### config.mk
export PLATFORM = sky130hd
export DESIGN_NAME = swmm_cell
export DESIGN_NICKNAME = d
export VERILOG_FILES = /design/src/rtl/swmm_pkg.sv /design/src/rtl/swmm_cell.sv
export SDC_FILE = /design/constraint.sdc
export NUM_CORES = 1
export LEC_CHECK = 0
export BUFFER_PORTS_ARGS = -buffer_cell sky130_fd_sc_hd__clkbuf_2
export CORE_MARGIN = 2
export CORE_UTILIZATION = 51
export DETAILED_ROUTE_END_ITERATION = 7
export PLACE_DENSITY = 0.89
export SLEW_MARGIN = 20
export SYNTH_ARGS = -nofsm -noshare
export SYNTH_HDL_FRONTEND = slang
export SYNTH_SLANG_ARGS = --single-unit
### constraint.sdc
create_clock -name clk -period 3.12 [get_ports clk]
set_input_delay 0.156 -clock clk [delete_from_list [all_inputs] [get_ports clk]]
set_output_delay 0.156 -clock clk [all_outputs]
set_load 0.01 [all_outputs]
### src/rtl/swmm_pkg.sv
// Shared types and constants for the sliding window minimum/maximum block.
package swmm_pkg;

	localparam int WINDOW_MAX_DEF = 64;
	localparam int SAMPLE_W       = 32;
	localparam int CFG_W          = 7;

	typedef logic signed [SAMPLE_W-1:0] smp_t;

	localparam smp_t SMP_MAX = {1'b0, {(SAMPLE_W-1){1'b1}}};
	localparam smp_t SMP_MIN = {1'b1, {(SAMPLE_W-1){1'b0}}};

	// Running extremes that travel along the cell chain during a scan.
	typedef struct packed {
		logic vld;
		smp_t lo;
		smp_t hi;
	} tok_t;

endpackage

### src/rtl/swmm_cell.sv
// One cell of the window chain: a stored sample and a stage of the extreme scan.
module swmm_cell import swmm_pkg::*; #(
	parameter int CNT_W = 7
) (
	input  logic             clk,
	input  logic             arst_n,
	input  logic             shift_en,
	input  smp_t             smp_in,
	output smp_t             smp_out,
	input  logic             adv,
	input  tok_t             tok_in,
	input  logic [CNT_W-1:0] rem_in,
	output tok_t             tok_out,
	output logic [CNT_W-1:0] rem_out,
	output logic             done
);

	smp_t             smp_q;
	logic             vld_q;
	smp_t             lo_q;
	smp_t             hi_q;
	logic [CNT_W-1:0] rem_q;

	always_ff @(posedge clk) begin
		if (shift_en) begin
			smp_q <= smp_in;
		end
	end

	// A token with samples left to visit folds in this cell's sample and moves on.
	always_ff @(posedge clk or negedge arst_n) begin
		if (!arst_n) begin
			vld_q <= 1'b0;
		end else if (adv) begin
			vld_q <= tok_in.vld && (rem_in != '0);
		end
	end

	always_ff @(posedge clk) begin
		if (adv) begin
			lo_q  <= (smp_q < tok_in.lo) ? smp_q : tok_in.lo;
			hi_q  <= (smp_q > tok_in.hi) ? smp_q : tok_in.hi;
			rem_q <= rem_in - CNT_W'(1);
		end
	end

	assign smp_out = smp_q;
	assign tok_out = '{vld: vld_q, lo: lo_q, hi: hi_q};
	assign rem_out = rem_q;
	assign done    = vld_q && (rem_q == '0);

endmodule

==> results.ini <==
[layout]
utilization_pct=70.1
drive_above_1_share_pct=41.2
finalNetCount=991
final_cell_mix=clkbuf_2, edfxtp_1, inv_1
num-fill-cells=886
final_common_cell=clkbuf_2
area_delta_synth_final_pct=33.3
n_antenna_cell=0

[yosys]
synth_top_area_share_pct=48.5
synth_nets=726
synth_mux_area_share_pct=6.46
ys_top_cells_by_area=edfxtp_1, ha_1, mux2_2, o221a_2, a21oi_1
yosysSeqAreaShare_pct=48.9
synth_area_per_cell_sq_um=11.5
synth-xor-area-share_pct=0.687
synth-seq-cells=104
netlist-cell-type-count=44
yosys_warnings=0
syn_area_sq_mm=0.00637
synth-compound-area-share_pct=16.3
syn_inst=553
synth_fa_ha_area_share_pct=12.8
yosys.area_share.simple_pct=8.40
synth_area_leader_cell=edfxtp_1
synth_top_family_by_area=compound AO/OA/AOI/OAI gates

[min_path]
hp-class=in -> reg
min_from=smp_in[20]
holdPathEnd=smp_out[20]$_DFFE_PP_
holdPathStages=1

[setup_path]
cp-start-kind=register
reg2reg_depth=9
r2r_start=smp_out[6]$_DFFE_PP_
arrival_ns=3.07
r2r-end=hi_q[0]$_DFFE_PP_
cp.required_ns=3.24
r2r_slack_ns=0.17
end_kind=register
cp_max_fo=7
worstSetupPathType=reg -> reg

[sta]
finalSetupViolCount=0
fin_tns_setup_ns=0
worst_slack_ns=0.170
post-route-period-util_pct=94.6
slew_headroom_pct=36.2
rsz0062_at_grt=false
timing.fmax_ghz=0.339
layout_min_cycle_time_ns=2.95
hold_viol=0
worst_pin_slew_ns=0.957
fin_skew_ns=0.0103
drv_slew=0

[floorplan]
die-area_sq_mm=0.0134
num_rows=40
die_x_um=116
coreArea_sq_mm=0.0121
ios=213
floorplan.initialDensity_pct=52.6
die-height_um=116

[status]
outcome=finished, final reports clean

[power]
power_density_mw_per_mm2=503
vdd_drop_max_uv=388
total_power_uw=4270
p_leak_uw=0.00393

[flow_run]
max_cap_violations=0

[cts]
clock_tree.buffer_depth=2
htreeDepth=3
cts_buffers=9
cts_tree=done
clk_pin_slew_ns=0.08
insertion_delay_ns=0.36
cts_num_sinks=104
cts-root-buf=clkbuf_16

[global_routing]
gr-total-overflow=0
grt_max_degree=74
grt_first_pass_wirelength_mm=28.1
grt_pass1_vias=5707
grt_use_met2_pct=49.4
grt.met1_usage_pct=30.9
antenna_found_initial=0
grt_use_met3_pct=8.00
busiest_layer=met2
track_usage_pct=27.6

[route]
vias=5594
drtIter0Drc=455
wl_per_cell_um=18.5
firstDrtPassIters=5
postRouteAntennaNets=0
drc=0
wl_mm=18.4
routed_via_density=5.64

[place]
gp_congestion=0.846
pre_cts_ws_ns=0.147
port_buffers=212
dpl.hpwl_mm=12.8

==> how the worst max path moves through the flow <==
stage | from | end
3_5_place_dp | smp_out[29]$_DFFE_PP_ | hi_q[30]$_DFFE_PP_
3_3_place_gp | smp_out[1]$_DFFE_PP_ | hi_q[13]$_DFFE_PP_
6_report | smp_out[6]$_DFFE_PP_ | hi_q[0]$_DFFE_PP_
4_1_cts | smp_out[1]$_DFFE_PP_ | hi_q[27]$_DFFE_PP_
2_1_floorplan | smp_out[29]$_DFFE_PP_ | hi_q[0]$_DFFE_PP_
5_1_grt | smp_out[6]$_DFFE_PP_ | hi_q[0]$_DFFE_PP_
==> synthesized netlist by cell type (all sizes together) <==
cell type    n
buf         13
o21ai       41
mux2i        4
mux2        33
xnor2        2
o21bai       1
nor4         5
a21oi       61
o211ai       3
nor3        37
a2111o       1
a221oi       3
nand4       14
o22ai        1
a21o         6
a211oi       1
and4b        1
nand3b       2
nand2       17
nor2         6
nor4b        1
or2          1
nand2b       2
nand3        6
xor2         3
clkinv       1
o221a       32
and2         1
ha          65
edfxtp     103
nor2b        1
clkbuf      12
a21boi       1
inv         70
dfrtp        1
a2111oi      1
==> where the power goes <==
| part | internal [uW] | switching [uW] |
|---|---|---|
| registers | 1730 | 76.4 |
| clock network | 779 | 514 |
| logic | 548 | 618 |
==> final cells by class <==
class                   instances  area [sq um]  area share, %
flip-flops and latches        104          3120           36.7
well taps                     168           210           2.48
repair buffers                278          1680           19.7
clock inverters                 7           110           1.30
inverters                      71           267           3.14
clock buffers                   9           225           2.65
multi-input cells             354          2890           34.0
==> metal layers <==
layer,part of all wire [%],vias to the layer above
li1,-,2642
met3,8.0,37
met1,38,2636
met2,51,279
met4,2.8,0
met5,0,-
==> metrics by stage <==
stage | cell area [sq um] | std cells | hold WS (ns)
2_1_floorplan | 6370 | 553 | -0.140
3_3_place_gp | 7780 | 939 | -0.0691
3_5_place_dp | 7780 | 939 | -0.0680
4_1_cts | 8440 | 987 | 0.0145
5_1_grt | 8490 | 991 | 0.0138
6_report | 8490 | 991 | 0.0129
==> worst max-delay path: stages (launching register included) <==
cell,delay [ns]
edfxtp_1,0.51
ha_1,0.37
nand2_1,0.07
o21ai_0,0.11
a221oi_1,0.34
o211ai_1,0.20
a211oi_4,0.31
buf_4,0.23
mux2_2,0.34
o221a_2,0.24
==> what timing repair did <==
item	4_1_cts	5_1_grt
hold endpoints to repair	32	0
gates resized for setup	0	4
buffers inserted	0	3
hold buffers	32	0
endpoints found under the setup margin	0	35
==> state kept, by name, indices dropped and copies added (netlist names) <==
register / cells
rem_out: 7
vld_q: 1
lo_q: 32
hi_q: 32
smp_out: 32
==> logic make-up after synthesis <==
logic type / Yosys count
xor gates and xnor gates: 5
muxes: 37
adders and majority gates: 65
and+or+nand+nor: 94
buffers and inverters: 96
DFF: 104
AOI/OAI and AO/OA: 152
(Power assumes the default switching activity.)
